`config.mk`:
```
export PLATFORM = sky130hd
export DESIGN_NAME = cmst_ctrl
export DESIGN_NICKNAME = d
export VERILOG_FILES = /design/src/hw/rtl/cmst_pkg.sv /design/src/hw/rtl/cmst_ctrl.sv
export SDC_FILE = /design/constraint.sdc
export NUM_CORES = 1
export LEC_CHECK = 0
export BUFFER_PORTS_ARGS = -buffer_cell sky130_fd_sc_hd__buf_2
export CAP_MARGIN = 5
export CORE_MARGIN = 8
export CORE_UTILIZATION = 35
export CTS_CLUSTER_SIZE = 12
export DETAILED_ROUTE_END_ITERATION = 8
export GPL_ROUTABILITY_DRIVEN = 0
export SLEW_MARGIN = 0
export SYNTH_ARGS = -nofsm -noshare
export SYNTH_HDL_FRONTEND = slang
export SYNTH_SLANG_ARGS = --single-unit
```
`constraint.sdc`:
```
create_clock -name clock -period 4.19 [get_ports clock]
set_clock_uncertainty 0.15 [all_clocks]
set_input_delay 0.419 -clock clock [delete_from_list [all_inputs] [get_ports clock]]
set_output_delay 0.419 -clock clock [all_outputs]
set_load 0.05 [all_outputs]
```
`src/hw/rtl/cmst_pkg.sv`:
```
// Shared types, constants and command/status structs of the sketch unit.
// No dependencies; imported by every module of the block.
package cmst_pkg;

   // Sketch geometry
   localparam int MAX_WIDTH  = 4096;
   localparam int COL_BITS   = $clog2(MAX_WIDTH);
   localparam int MAX_ROWS   = 8;
   localparam int ROW_BITS   = $clog2(MAX_ROWS);
   localparam int CELLS      = MAX_ROWS * MAX_WIDTH;
   localparam int ADDR_BITS  = ROW_BITS + COL_BITS;
   localparam int MAX_TOPN   = 32;
   localparam int TOPN_BITS  = $clog2(MAX_TOPN);
   localparam int IDX_BITS   = TOPN_BITS + 1;
   localparam int COUNT_BITS = 32;
   localparam int KEY_BITS   = 64;
   localparam int HASH_BITS  = 64;

   // Modulo unit: radix-16, one hash nibble per cycle
   localparam int MOD_RADIX_BITS = 4;
   localparam int MOD_STEPS      = HASH_BITS / MOD_RADIX_BITS;
   localparam int MOD_CNT_BITS   = $clog2(MOD_STEPS);

   // Configuration registers
   localparam int WIDTH_REG_BITS = 13;
   localparam int ROWS_REG_BITS  = 4;
   localparam int CAP_REG_BITS   = 6;
   localparam int CSR_INDEX_BITS = 2;
   localparam int CSR_DATA_BITS  = 13;

   localparam logic [CSR_INDEX_BITS-1:0] CSR_ROW_WIDTH = 2'd0;
   localparam logic [CSR_INDEX_BITS-1:0] CSR_ROW_COUNT = 2'd1;
   localparam logic [CSR_INDEX_BITS-1:0] CSR_TOPN_CAP  = 2'd2;

   localparam logic [WIDTH_REG_BITS-1:0] WIDTH_RESET = 13'd2719;
   localparam logic [ROWS_REG_BITS-1:0]  ROWS_RESET  = 4'd5;
   localparam logic [CAP_REG_BITS-1:0]   CAP_RESET   = 6'd10;

   // Function codes
   localparam logic [1:0] FUNC_ADD   = 2'd0;
   localparam logic [1:0] FUNC_QUERY = 2'd1;
   localparam logic [1:0] FUNC_LIST  = 2'd2;
   localparam logic [1:0] FUNC_NONE  = 2'd3;

   typedef logic [COUNT_BITS-1:0] cmst_count_type;
   localparam cmst_count_type COUNT_MAX = '1;

   typedef struct packed {
      logic [1:0]           func;
      logic [KEY_BITS-1:0]  item_key;
      logic [HASH_BITS-1:0] hash_base;
      logic [HASH_BITS-1:0] hash_step;
   } cmst_req_type;

   typedef struct packed {
      logic [KEY_BITS-1:0] result_key;
      cmst_count_type      estimate;
      logic                entry_valid;
      logic                held_in_topn;
      logic                last;
   } cmst_rsp_type;

   // One held top-n entry
   typedef struct packed {
      logic [KEY_BITS-1:0]  item_key;
      logic [HASH_BITS-1:0] hash_base;
      logic [HASH_BITS-1:0] hash_step;
   } cmst_entry_type;

   // One entry of the list work area
   typedef struct packed {
      logic [KEY_BITS-1:0] item_key;
      cmst_count_type      freq;
   } cmst_list_type;

   typedef enum logic [4:0] {
      ST_CLEAR, ST_IDLE, ST_EST_INIT, ST_MOD_LOAD, ST_MOD_RUN, ST_CNT_RD,
      ST_CNT_WAIT, ST_UPD_INIT, ST_UPD, ST_HS_INIT, ST_HS_RD, ST_HS_CMP,
      ST_DECIDE, ST_REEST_RD, ST_REEST_LD, ST_REEST_TAKE, ST_CHOOSE,
      ST_CHECK, ST_WRITE, ST_OUT, ST_EMPTY, ST_FILL_INIT, ST_FILL_RD,
      ST_FILL_LD, ST_FILL_PUT, ST_SORT_INIT, ST_SORT_RD, ST_SORT_LD,
      ST_SCAN_RD, ST_SCAN_CMP, ST_EMIT
   } cmst_state_type;

   // What an estimate pass is done for
   typedef enum logic [1:0] {
      PH_REQ, PH_REEST, PH_LIST
   } cmst_phase_type;

   typedef struct packed {
      logic clr_step;
      logic req_load;
      logic est_init;
      logic est_src_heavy;
      logic mod_load;
      logic mod_step;
      logic cnt_read;
      logic cnt_accum;
      logic upd_init;
      logic upd_write;
      logic idx_clear;
      logic heavy_read;
      logic held_cmp;
      logic append_pick;
      logic reest_init;
      logic reest_take;
      logic choose;
      logic heavy_write;
      logic list_write;
      logic sort_init;
      logic sort_read;
      logic sort_load;
      logic scan_read;
      logic scan_cmp;
      logic emit;
      logic out_req;
      logic out_empty;
   } cmst_cmd_type;

   typedef struct packed {
      logic clr_done;
      logic mod_last;
      logic row_last;
      logic idx_end;
      logic held;
      logic le_min;
      logic full;
      logic accept;
      logic j_end;
      logic i_last;
      logic count_zero;
      logic is_add;
   } cmst_stat_type;

endpackage

```
`src/hw/rtl/cmst_ctrl.sv`:
```
// Controller state machine of the sketch unit: sequences the datapath
// through estimate, update, top-n offer and list passes. Uses cmst_pkg.
module cmst_ctrl import cmst_pkg::*; (
   input  logic          clock,
   input  logic          reset,
   input  logic          start,
   input  logic [1:0]    req_func,
   input  cmst_stat_type stat,
   output cmst_cmd_type  cmd,
   output logic          busy
);

   cmst_state_type state_ff, state_in;
   cmst_phase_type phase_ff, phase_in;

   always_ff @(posedge clock) begin
      if (reset) begin
         state_ff <= ST_CLEAR;
         phase_ff <= PH_REQ;
      end else begin
         state_ff <= state_in;
         phase_ff <= phase_in;
      end
   end

   // Next state
   always_comb begin
      state_in = state_ff;
      phase_in = phase_ff;
      unique case (state_ff)
         ST_CLEAR:    if (stat.clr_done) state_in = ST_IDLE;
         ST_IDLE: begin
            if (start) begin
               phase_in = PH_REQ;
               unique case (req_func)
                  FUNC_ADD, FUNC_QUERY: state_in = ST_EST_INIT;
                  FUNC_LIST: state_in = ST_EMPTY;
                  default:   state_in = ST_IDLE;
               endcase
            end
         end
         ST_EST_INIT: state_in = ST_MOD_LOAD;
         ST_MOD_LOAD: state_in = ST_MOD_RUN;
         ST_MOD_RUN:  if (stat.mod_last) state_in = ST_CNT_RD;
         ST_CNT_RD:   state_in = ST_CNT_WAIT;
         ST_CNT_WAIT: begin
            if (!stat.row_last) state_in = ST_MOD_LOAD;
            else begin
               unique case (phase_ff)
                  PH_REQ:   state_in = stat.is_add ? ST_UPD_INIT : ST_HS_INIT;
                  PH_REEST: state_in = ST_REEST_TAKE;
                  default:  state_in = ST_FILL_PUT;
               endcase
            end
         end
         ST_UPD_INIT: state_in = ST_UPD;
         ST_UPD:      if (stat.row_last) state_in = ST_HS_INIT;
         ST_HS_INIT:  state_in = ST_HS_RD;
         ST_HS_RD: begin
            if (!stat.idx_end) state_in = ST_HS_CMP;
            else if (stat.is_add && !stat.held) state_in = ST_DECIDE;
            else state_in = ST_OUT;
         end
         ST_HS_CMP:   state_in = ST_HS_RD;
         ST_DECIDE: begin
            if (stat.le_min) state_in = stat.full ? ST_OUT : ST_WRITE;
            else begin
               state_in = ST_REEST_RD;
               phase_in = PH_REEST;
            end
         end
         ST_REEST_RD:   state_in = stat.idx_end ? ST_CHOOSE : ST_REEST_LD;
         ST_REEST_LD:   state_in = ST_MOD_LOAD;
         ST_REEST_TAKE: state_in = ST_REEST_RD;
         ST_CHOOSE:     state_in = ST_CHECK;
         ST_CHECK:      state_in = stat.accept ? ST_WRITE : ST_OUT;
         ST_WRITE:      state_in = ST_OUT;
         ST_OUT:        state_in = ST_IDLE;
         // list entry point: empty list answers at once
         ST_EMPTY: begin
            if (stat.count_zero) state_in = ST_IDLE;
            else begin
               state_in = ST_FILL_INIT;
               phase_in = PH_LIST;
            end
         end
         ST_FILL_INIT:  state_in = ST_FILL_RD;
         ST_FILL_RD:    state_in = stat.idx_end ? ST_SORT_INIT : ST_FILL_LD;
         ST_FILL_LD:    state_in = ST_MOD_LOAD;
         ST_FILL_PUT:   state_in = ST_FILL_RD;
         ST_SORT_INIT:  state_in = ST_SORT_RD;
         ST_SORT_RD:    state_in = ST_SORT_LD;
         ST_SORT_LD:    state_in = ST_SCAN_RD;
         ST_SCAN_RD:    state_in = stat.j_end ? ST_EMIT : ST_SCAN_CMP;
         ST_SCAN_CMP:   state_in = ST_SCAN_RD;
         ST_EMIT:       state_in = stat.i_last ? ST_IDLE : ST_SORT_RD;
         default:       state_in = ST_IDLE;
      endcase
   end

   // Commands
   always_comb begin
      cmd = '0;
      unique case (state_ff)
         ST_CLEAR:      cmd.clr_step = 1'b1;
         ST_IDLE:       cmd.req_load = start;
         ST_EST_INIT:   cmd.est_init = 1'b1;
         ST_MOD_LOAD:   cmd.mod_load = 1'b1;
         ST_MOD_RUN:    cmd.mod_step = 1'b1;
         ST_CNT_RD:     cmd.cnt_read = 1'b1;
         ST_CNT_WAIT:   cmd.cnt_accum = 1'b1;
         ST_UPD_INIT:   cmd.upd_init = 1'b1;
         ST_UPD:        cmd.upd_write = 1'b1;
         ST_HS_INIT:    cmd.idx_clear = 1'b1;
         ST_HS_RD:      cmd.heavy_read = !stat.idx_end;
         ST_HS_CMP:     cmd.held_cmp = 1'b1;
         ST_DECIDE: begin
            cmd.append_pick = stat.le_min && !stat.full;
            cmd.reest_init  = !stat.le_min;
         end
         ST_REEST_RD:   cmd.heavy_read = !stat.idx_end;
         ST_REEST_LD: begin
            cmd.est_init      = 1'b1;
            cmd.est_src_heavy = 1'b1;
         end
         ST_REEST_TAKE: cmd.reest_take = 1'b1;
         ST_CHOOSE:     cmd.choose = 1'b1;
         ST_CHECK:      ;
         ST_WRITE:      cmd.heavy_write = 1'b1;
         ST_OUT:        cmd.out_req = 1'b1;
         ST_EMPTY:      cmd.out_empty = stat.count_zero;
         ST_FILL_INIT:  cmd.idx_clear = 1'b1;
         ST_FILL_RD:    cmd.heavy_read = !stat.idx_end;
         ST_FILL_LD: begin
            cmd.est_init      = 1'b1;
            cmd.est_src_heavy = 1'b1;
         end
         ST_FILL_PUT:   cmd.list_write = 1'b1;
         ST_SORT_INIT:  cmd.sort_init = 1'b1;
         ST_SORT_RD:    cmd.sort_read = 1'b1;
         ST_SORT_LD:    cmd.sort_load = 1'b1;
         ST_SCAN_RD:    cmd.scan_read = !stat.j_end;
         ST_SCAN_CMP:   cmd.scan_cmp = 1'b1;
         ST_EMIT:       cmd.emit = 1'b1;
         default:       ;
      endcase
   end

   assign busy = (state_ff != ST_IDLE);

endmodule

```
After elaboration in Yosys (flattened, before gate mapping). Index checks and enable logic that the tools add are counted.

Equal/unequal tests: 40. Mux-type cells: 49. Reduce and logical (&&, ||, !) cells: 21.

Operators with widths (count): one-hot mux 5 bit (25 select lines) (1); == test 5 bit, second input constant (15); 2-to-1 mux 5 bit (11); == test 5 x 4 -> 1 bit, second input constant (8); 2-to-1 mux 1 bit (27); == test 5 x 3 -> 1 bit, second input constant (4); one-hot mux 5 bit (2 select lines) (2); inequality test 2 bit, second input constant (6); OR reduction 2 bit (6); == test 5 x 2 -> 1 bit, second input constant (2); 2-to-1 mux 2 bit (5); 2-to-1 mux 4 bit (2); AND reduction 4 bit (2); one-hot mux 2 bit (3 select lines) (1); OR reduction 3 bit (2); == test 5 x 1 -> 1 bit, second input constant (1); zero test 1 bit (5); zero test 5 bit (1); inequality test 5 x 1 -> 1 bit, second input constant (1); == test 2 x 1 -> 1 bit, second input constant (2); zero test 2 bit (2); nonzero test 3 bit (1); == test 2 bit, second input constant (1); logical AND 1 bit (2).

Register bits after elaboration: 7. Input port bits: 17. Output and inout port bits: 28. Word-level logic and storage cells: 112.

Logic depth before layout (Yosys ltp). Gate-level depths: netlist of the first run.

Depth after elaboration: 5. Mapped depth: 8. Mapped depth without buffers: 6.

Worst setup path before layout of the first run. No wires, ideal clock.

Kind: flip-flop to output port. Start: register state_ff[2]. End: output port cmd[16] in the netlist's numbering. Arrival time: 2.174 ns. Data required time: 3.621 ns. Setup slack: 1.447 ns. Cell stages (with the launch flop): 7. Path buffers: 3. Path through: dfxtp_1 -> buf_6 -> buf_2 -> clkbuf_1 -> nand2_1 -> o21ai_0 -> nor3b_1.

RTL lines: start, declared (RTL line cmst_ctrl.sv:13) `cmst_state_type state_ff, state_in;`; start signal, assigned (RTL line cmst_ctrl.sv:21) `state_ff <= state_in;`; end, declared (RTL line cmst_ctrl.sv:9) `output cmst_cmd_type cmd,`.

==> results of run 1 <==
registers in the layout, summed over array words and instances (netlist names):
name,count
phase_ff,2
state_ff,5
per-layer routing:
metal / up-vias / part of all wire (%) / GRT usage, %
li1: 772 / - / -
met1: 694 / 46 / 19.3
met2: 73 / 43 / 23.3
met3: 10 / 8.7 / 3.06
met4: 0 / 2.7 / 6.09
met5: - / 0 / 0
power by group:
part           switching [W]  total [W]  internal, W
logic              0.0000612  0.0000946    0.0000334
clock network      0.0000276  0.0000626    0.0000350
registers          0.0000131  0.0000816    0.0000685
total               0.000102   0.000239     0.000137
placed cells by master, fill, tap and decap left out, drive strengths merged, types with 2 or more instances in the layout:
cell type | netlist | final
a2111oi | 3 | 3
a21oi | 11 | 11
a31oi | 7 | 7
a32oi | 2 | 2
and2 | 3 | 3
and2b | 2 | 2
and3 | 2 | 2
buf | 15 | 45
clkbuf | 3 | 3
dfxtp | 7 | 7
inv | 8 | 8
nand2 | 17 | 17
nand2b | 7 | 7
nand3 | 5 | 5
nand3b | 3 | 3
nand4 | 2 | 2
nor2 | 32 | 32
nor2b | 6 | 6
nor3 | 15 | 15
nor3b | 4 | 4
nor4 | 2 | 2
o21ai | 16 | 16
o22ai | 2 | 2
o311ai | 2 | 2
or3 | 2 | 2
worst max-delay path, cell delays in order (launching register included):
cell      delay [ps]
dfxtp_1          840
nand2b_1         430
nor3_1           270
a31oi_1           60
nor2_1           110
buf_2            270
area by class of cell:
type | count | area [µm²]
clock buffer | 3 | 22.5
clock inverter | 1 | 5.00
fill | 396 | 1930
inverter | 8 | 30.0
multi-input combinational | 163 | 922
sequential | 7 | 140
tap | 46 | 57.6
timing repair buffer | 45 | 228
through the flow:
stage	hold slack, ps	area, µm²	total power, W	setup WS, ps	util (%)
after floorplan	331	1210	0.000151	1450	-
after global placement	388	1380	0.000177	1720	41.3
after detailed placement	369	1380	0.000177	1690	41.3
after CTS	239	1410	0.000240	1400	42.1
after global routing	252	1410	0.000255	1160	42.1
final	239	1410	0.000239	1370	42.1
worst min-delay path by stage:
| stage | depth (start not counted) | endpoint | slack, ps | from |
|---|---|---|---|---|
| 6_report | 2 | state_ff[3] | 240 | reset |
| 3_3_place_gp | 2 | phase_ff[0] | 390 | phase_ff[0] |
| 2_1_floorplan | 2 | phase_ff[0] | 330 | phase_ff[0] |
| 3_5_place_dp | 2 | phase_ff[0] | 370 | phase_ff[0] |
| 4_1_cts | 2 | phase_ff[1] | 240 | reset |
| 5_1_grt | 2 | state_ff[3] | 250 | reset |
logic make-up after synthesis:
group                     share of synthesized area (%)
xor gates and xnor gates                          0.726
DFF                                                11.6
AOI/OAI and AO/OA                                  28.5
and+or+nand+nor                                    46.4
muxes                                             0.830
buffers and inverters                              11.9
==> qor.yml, run 1 <==
critical_path:
  end_kind: "output pin"
  r2r_slack_ps: 1840
  cp-start-kind: "register"
  cp-startpoint: "state_ff[2]"
  crit_type: "register to output pin"
  cp_data_required_time_ps: 3620
  endpoint: "cmd[15]"
  rr_startpoint: "state_ff[3]"
  critPathArrivalTime_ps: 2250
  r2r_cells: 6
  cp_max_fo: 27
  r2r_end: "phase_ff[0]"
yosys:
  synth_fp_nets: 213
  yosys_warnings: 0
  synthCells: 196
  synth_area_um2: 1210
  postSynth.asyncResetShare_pct: 0
  yosysMostFrequentCell: "nor2_1"
  yosysSeqAreaShare_pct: 11.6
  synth.area.top_cells: "dfxtp_1 12%, nor2_1 9.6%, nor3_1 6.2%"
  yosys-top-cells-count: "31 x nor2_1, 17 x nand2_1, 15 x nor3_1, 14 x o21ai_0, 11 x a21oi_1"
  synth.top_cell.area_share_pct: 11.6
  synth_top_area_cell: "dfxtp_1"
  synth_top_flop_cell: "dfxtp_1"
  ys_types: 53
  synth_edf_count: 0
  synth-seq-cells: 7
  syn_avg_cell_area_um2: 6.15
global_route:
  grt_pass1_wl_mm: 6.70
  gr-usage-all-layers_pct: 14.9
  grt_pass1_vias: 1394
  antenna_found_initial: 0
  grt_overflow_total: 0
  grt_max_degree: 29
power:
  ir_worst_vdd_uv: 99.6
  powerDensity_nw_per_um2: 170
  p_leak_nw: 0.593
drt:
  postRouteAntennaNets: 0
  routed_wl_mm: 4.27
  firstDrtPassIters: 4
  via_count: 1549
  viasPerCell: 5.67
  first_iter_violations: 174
  drc_errors: 0
  post_drt_wl_per_cell_um: 15.6
timing:
  worst_pin_slew_ps: 920
  finalCritPeriodShare_pct: 67.2
  period_needed_ps: 2820
  rsz0062_at_grt: "no"
  hold_viol_final: 0
  relSlewSlack_pct: 38.6
  setup_viol: 0
  maxSlewViolCount: 0
  finalSetupTns_ps: 0
  max_freq_mhz: 355
placement:
  hpwl_mm: 3.29
  portBuffers: 44
  dp_cells: 269
floorplanning:
  start_util_pct: 36.1
  core_um2: 3340
  die_area_um2: 5580
  die_h_um: 74.7
  io_pins: 45
  num_rows: 21
  die_w_um: 74.7
clock_network:
  clockBufferDepth: 2
  postCtsSetupRepairBufs: 0
  cts.clk_slew.worst_paths_ps: 60
  ctsResizeCount: 0
  ctsHoldBuffers: 0
  cts_sinks: 7
  clk_latency_ps: 260
  cts_buffers: 3
  clk_root_buffer_cell: "clkbuf_4"
  cts_tree: "yes"
  htree_levels: 1
job:
  cap_violations: 0
cells_and_area:
  finalNetCount: 245
  layout.cells.non_filler: 273
  layout-drive-gt1-share_pct: 24.2
  insertedDiodeCount: 0
  syn2layout_area_growth_pct: 16.5
worst_hold_path:
  min_path_type: "primary input to register"
run_status:
  status: "finished, final reports clean"
Note: power is estimated with default switching activity, not from simulation.
==> run 2, diff against run 1 <==
clock period = 2.42 ns   (was 4.19 ns; I/O delays follow)
==> run 2 against run 1 <==
  * Clock power rose by 74%
  * Total power rose by 80%
  * Die area stayed put
  * Sequential share of layout area shrank 0.64 points
  * Wire length grew 2.1%
  * Largest power group unchanged
  * Critical path depth down 1
  * Non-clock buffer count up 14
  * Largest cell class unchanged
  * Clock-buffer cell count grew 1
==> qor.yml, run 2 (synthesis gave the netlist of run 1 again) <==
drt:
  top_layer_used: "met4"
  wl_met3_um: 466
  via_count: 1565
  post_drt_wl_per_cell_um: 15.2
  viasPerCell: 5.45
  drc_errors: 0
  postRouteAntennaNets: 0
  first_iter_violations: 129
  routed_wl_mm: 4.35
  drt-met1-wl_mm: 1.90
  firstDrtPassIters: 4
  wl_met2_mm: 1.95
power:
  pwr-share-comb_pct: 44.5
  ir_worst_vdd_uv: 143
  p_leak_nw: 0.662
  p_sw_w: 0.000180
  pwr-share-clk_pct: 25.3
  p_int_w: 0.000250
  powerDensity_nw_per_um2: 284
  p_seq_share_pct: 30.2
  swShare_pct: 41.9
floorplanning:
  io_pins: 45
  die_area_um2: 5580
  num_rows: 21
  die_h_um: 74.7
  start_util_pct: 36.1
  core_um2: 3340
  die_w_um: 74.7
clock_network:
  postCtsSetupRepairBufs: 0
  cts_buffers: 3
  cts_sinks: 7
  clockBufferDepth: 2
  cts_tree: "yes"
  cts.clk_slew.worst_paths_ps: 50
  ctsResizeCount: 0
  clk_root_buffer_cell: "clkbuf_4"
  htree_levels: 1
  clk_latency_ps: 250
  ctsHoldBuffers: 0
timing:
  maxSlewViolCount: 0
  max_freq_mhz: 455
  finalCritPeriodShare_pct: 90.8
  hold_viol_final: 0
  period_needed_ps: 2200
  rsz0062_at_grt: "no"
  relSlewSlack_pct: 64.9
  setup_viol: 0
  worst_pin_slew_ps: 525
  finalSetupTns_ps: 0
worst_hold_path:
  min_path_type: "primary input to register"
critical_path:
  crit_type: "register to output pin"
  cp-start-kind: "register"
  critPathSlowestCell: "dfxtp_1"
  critPathArrivalTime_ps: 1810
  cp_data_required_time_ps: 2030
  slowest_delay_ps: 550
  path_cells: "or3b_4, nor2_4, and2_1, buf_2"
  end_kind: "output pin"
  cp_max_fo: 11
placement:
  dp_cells: 283
  portBuffers: 44
  hpwl_mm: 3.55
cells_and_area:
  layout-drive-gt1-share_pct: 29.0
  largest_register: "state_ff"
  finalNetCount: 259
  largest_reg_flops: 5
  top_regs: "state_ff (5), phase_ff (2)"
  insertedDiodeCount: 0
  final_cell_mix: "44 x buf_2, 31 x nor2_1, 17 x nand2_1"
  syn2layout_area_growth_pct: 25.6
  layout_commonest_cell: "buf_2"
  layout.cells.non_filler: 287
global_route:
  grt_overflow_total: 0
  grt_max_degree: 19
  antenna_found_initial: 0
  grt_pass1_vias: 1488
  gr-usage-all-layers_pct: 15.2
  grt_pass1_wl_mm: 6.83
run_status:
  status: "finished, final reports clean"
job:
  cap_violations: 0
## run 2: cell count changes in the layout (fill, tap and decap cells not counted)
cell / change
clkinv_2: -1
buf_4: +14
nor3b_2: +1
nor3b_1: -1
dfxtp_2: +1
dfxtp_1: -1
clkbuf_1: +1
## run 2: stage by stage
| step | hold slack [ps] | util, % | worst slack, ps | total power [W] | area [µm²] |
|---|---|---|---|---|---|
| 5_1_grt | 76.2 | 45.4 | 25.6 | 0.000458 | 1520 |
| 2_1_floorplan | 161 | - | 41.7 | 0.000263 | 1210 |
| 4_1_cts | 68.0 | 45.4 | 124 | 0.000432 | 1510 |
| 3_5_place_dp | 343 | 44.6 | 393 | 0.000321 | 1490 |
| 6_report | 68.3 | 45.4 | 223 | 0.000430 | 1520 |
| 3_3_place_gp | 339 | 44.6 | 391 | 0.000324 | 1490 |
## run 2: worst paths after layout
kind / start / endpoint / slack, ps / cells after the start
max reg2reg: state_ff[4] / state_ff[0] / 340 / 5
max: state_ff[0] / cmd[25] / 220 / 4
min reg2reg: phase_ff[0] / phase_ff[0] / 360 / 2
min: reset / state_ff[3] / 70 / 2
## run 2: final cells by class
| class | count | area (µm²) |
|---|---|---|
| Inverter | 8 | 30.0 |
| Multi-Input combinational cell | 163 | 927 |
| Sequential cell | 7 | 141 |
| Timing Repair Buffer | 59 | 333 |
| Tap cell | 46 | 57.6 |
| Fill cell | 368 | 1820 |
| Clock buffer | 4 | 26.3 |
## run 2: critical path, delay by kind of cell (launching register included)
family,cells,cell delay [ps]
simple gates,3,750
flops,1,550
buf+inv,1,250
## run 2: power groups by stage
stage / clock network, W / registers (W) / logic, W
final: 0.000109 / 0.000130 / 0.000191
after global routing: 0.000121 / 0.000131 / 0.000206
after global placement: 0 / 0.000133 / 0.000191
after CTS: 0.000112 / 0.000130 / 0.000189
after detailed placement: 0 / 0.000133 / 0.000189
after floorplan: 0 / 0.000122 / 0.000141
## run 2: metal layers
metal	vias up	track usage [%]
met2	88	24.9
met1	680	19.5
li1	791	-
met5	-	0
met3	6	2.80
met4	0	5.00
==> run 3, diff against run 2 <==
--- a/config.mk
+++ b/config.mk
@@ -9,4 +9,6 @@
 export CAP_MARGIN = 5
+export CELL_PAD_IN_SITES_DETAIL_PLACEMENT = 1
+export CELL_PAD_IN_SITES_GLOBAL_PLACEMENT = 2
 export CORE_MARGIN = 8
-export CORE_UTILIZATION = 35
+export CORE_UTILIZATION = 22
 export CTS_CLUSTER_SIZE = 12
@@ -14,2 +16,3 @@
 export GPL_ROUTABILITY_DRIVEN = 0
+export PLACE_DENSITY_LB_ADDON = 0.1
 export SLEW_MARGIN = 0
==> constraint.sdc (replaced) <==
create_clock -name clock -period 2.42 [get_ports clock]
set_clock_uncertainty 0.15 [all_clocks]
set_input_delay 0.605 -clock clock [delete_from_list [all_inputs] [get_ports clock]]
set_output_delay 0.605 -clock clock [all_outputs]
set_load 0.05 [all_outputs]
==> run 3 against run 2 <==
  * Sequential power barely moved
  * Worst hold slack gained 290 ps
  * Register-to-register slack got worse by 20 ps
  * Wire length rose by 33%
  * Sequential share of layout area is 0.53 points lower
  * Via count grew 3.5%
  * Cell count rose by 11%
  * Critical path depth rose by 1
  * Clock-buffer cell count unchanged
  * Largest cell class unchanged
  * First-iteration DRC count fell by 54%
  * Global-route usage is 1.2 points lower
  * Maximum frequency decreased by 8.3%
==> qor.yml, run 3 (synthesis gave the netlist of run 1 again) <==
timing:
  hold_viol_final: 0
  worst_pin_slew_ps: 514
  final.setup.worst_slack_ps: 24.1
  relSlewSlack_pct: 65.5
  max_freq_mhz: 417
  maxSlewViolCount: 0
  setup_viol: 0
  rsz0062_at_grt: "yes"
  period_needed_ps: 2400
  finalCritPeriodShare_pct: 99.0
global_route:
  grt_max_degree: 23
  grt_pass1_wl_mm: 9.45
  use_met3_pct: 1.83
  grt-busiest-layer: "met2"
  grt_pass1_vias: 1726
  gr-usage-all-layers_pct: 14.0
  grt_overflow_total: 0
  met1_usage_pct: 17.4
  met2_usage_pct: 23.6
  antenna_found_initial: 0
drt:
  first_iter_violations: 59
  viasPerCell: 5.09
  via_count: 1619
  drc_errors: 0
  firstDrtPassIters: 4
  routed_wl_mm: 5.79
  postRouteAntennaNets: 0
  post_drt_wl_per_cell_um: 18.2
power:
  swShare_pct: 39.6
  powerDensity_nw_per_um2: 307
  p_seq_share_pct: 25.6
  ir_worst_vdd_uv: 127
  pwr-share-comb_pct: 41.3
  pwr-share-clk_pct: 33.1
  p_sw_w: 0.000200
  p_leak_nw: 0.703
  p_int_w: 0.000306
critical_path:
  cp_data_required_time_ps: 1660
  cp_max_fo: 13
  critPathArrivalTime_ps: 1640
  path_cells: "buf_4, inv_1, nand2_1, a21oi_2, buf_2"
  end_kind: "output pin"
  cp_num_buf_inv: 3
  crit_type: "register to output pin"
  cp-startpoint: "state_ff[0]"
  path_delay_family: "buffers and inverters"
  slowest_delay_ps: 370
  cp-start-kind: "register"
  critPathSlowestCell: "dfxtp_2"
  rr_startpoint: "state_ff[3]"
clock_network:
  cts_buffers: 3
  htree_levels: 1
  clk_latency_ps: 230
  cts.clk_slew.worst_paths_ps: 40
  ctsHoldBuffers: 0
  postCtsSetupRepairBufs: 0
  clockBufferDepth: 2
  cts_sinks: 7
  clk_root_buffer_cell: "clkbuf_8"
  cts_tree: "yes"
placement:
  placed_area_um2: 1580
  hpwl_mm: 4.68
  dp_cells: 314
  portBuffers: 44
  dpl_worst_slack_ps: 154
floorplanning:
  num_rows: 27
  die_h_um: 90.0
  core_um2: 5410
  io_pins: 45
  die_w_um: 90.0
  die_area_um2: 8110
  start_util_pct: 22.3
cells_and_area:
  final_cell_mix: "42 x buf_2, 30 x nor2_1, 22 x buf_4"
  nFillCells: 722
  layout-drive-gt1-share_pct: 35.4
  largest_reg_flops: 5
  layout_commonest_cell: "buf_2"
  top_regs: "state_ff (5), phase_ff (2)"
  layout.cells.non_filler: 318
  syn2layout_area_growth_pct: 36.7
  largest_register: "state_ff"
  stdcell_area_um2: 1650
  insertedDiodeCount: 0
  finalNetCount: 264
job:
  cap_violations: 0
run_status:
  status: "finished, final reports clean"
worst_hold_path:
  min_from: "phase_ff[0]"
  min_path_type: "register to register"
## run 3: final timing paths
check	endpoint	slack [ps]	cells past startpoint
max reg2reg	state_ff[3]	320	7
min reg2reg	phase_ff[0]	360	2
max	cmd[23]	20	5
min	phase_ff[0]	360	2
## run 3: metal layers
metal / vias up / share of wire, %
met5: - / 0
met4: 0 / 2.4
met3: 12 / 4.0
met2: 46 / 47
met1: 759 / 46
li1: 802 / -
## run 3: cell type report
| class | count | area [µm²] | area share, % |
|---|---|---|---|
| Clock buffer | 4 | 45.0 | 2.73 |
| Inverter | 8 | 30.0 | 1.82 |
| Tap cell | 72 | 90.1 | 5.46 |
| Multi-Input combinational cell | 163 | 963 | 58.4 |
| Sequential cell | 7 | 145 | 8.80 |
| Timing Repair Buffer | 64 | 375 | 22.8 |
## run 3: per-stage QoR
stage / total power (W) / utilization [%] / hold WS [ps] / setup TNS [ps]
after detailed placement: 0.000337 / 29.3 / 356 / 0
after global routing: 0.000534 / 30.5 / 400 / -90.4
final: 0.000506 / 30.5 / 358 / 0
after global placement: 0.000335 / 29.3 / 352 / 0
after CTS: 0.000508 / 30.3 / 365 / -20.9
after floorplan: 0.000264 / - / 331 / -201
## run 3: timing repair
item	4_1_cts	5_1_grt
setup endpoints to repair	7	12
gates resized for setup	6	5
pin swaps	0	0
## run 3: worst min-delay path, stage by stage, from the launching register on
cell     delay (ps)
dfxtp_1         310
nor2_1          100
nor3_1           50
## run 3: power groups by stage
stage	combinational (W)	clock, W	sequential [W]
6_report	0.000209	0.000167	0.000130
5_1_grt	0.000227	0.000177	0.000130
4_1_cts	0.000209	0.000170	0.000129
3_5_place_dp	0.000207	0	0.000130
3_3_place_gp	0.000205	0	0.000131
2_1_floorplan	0.000142	0	0.000122
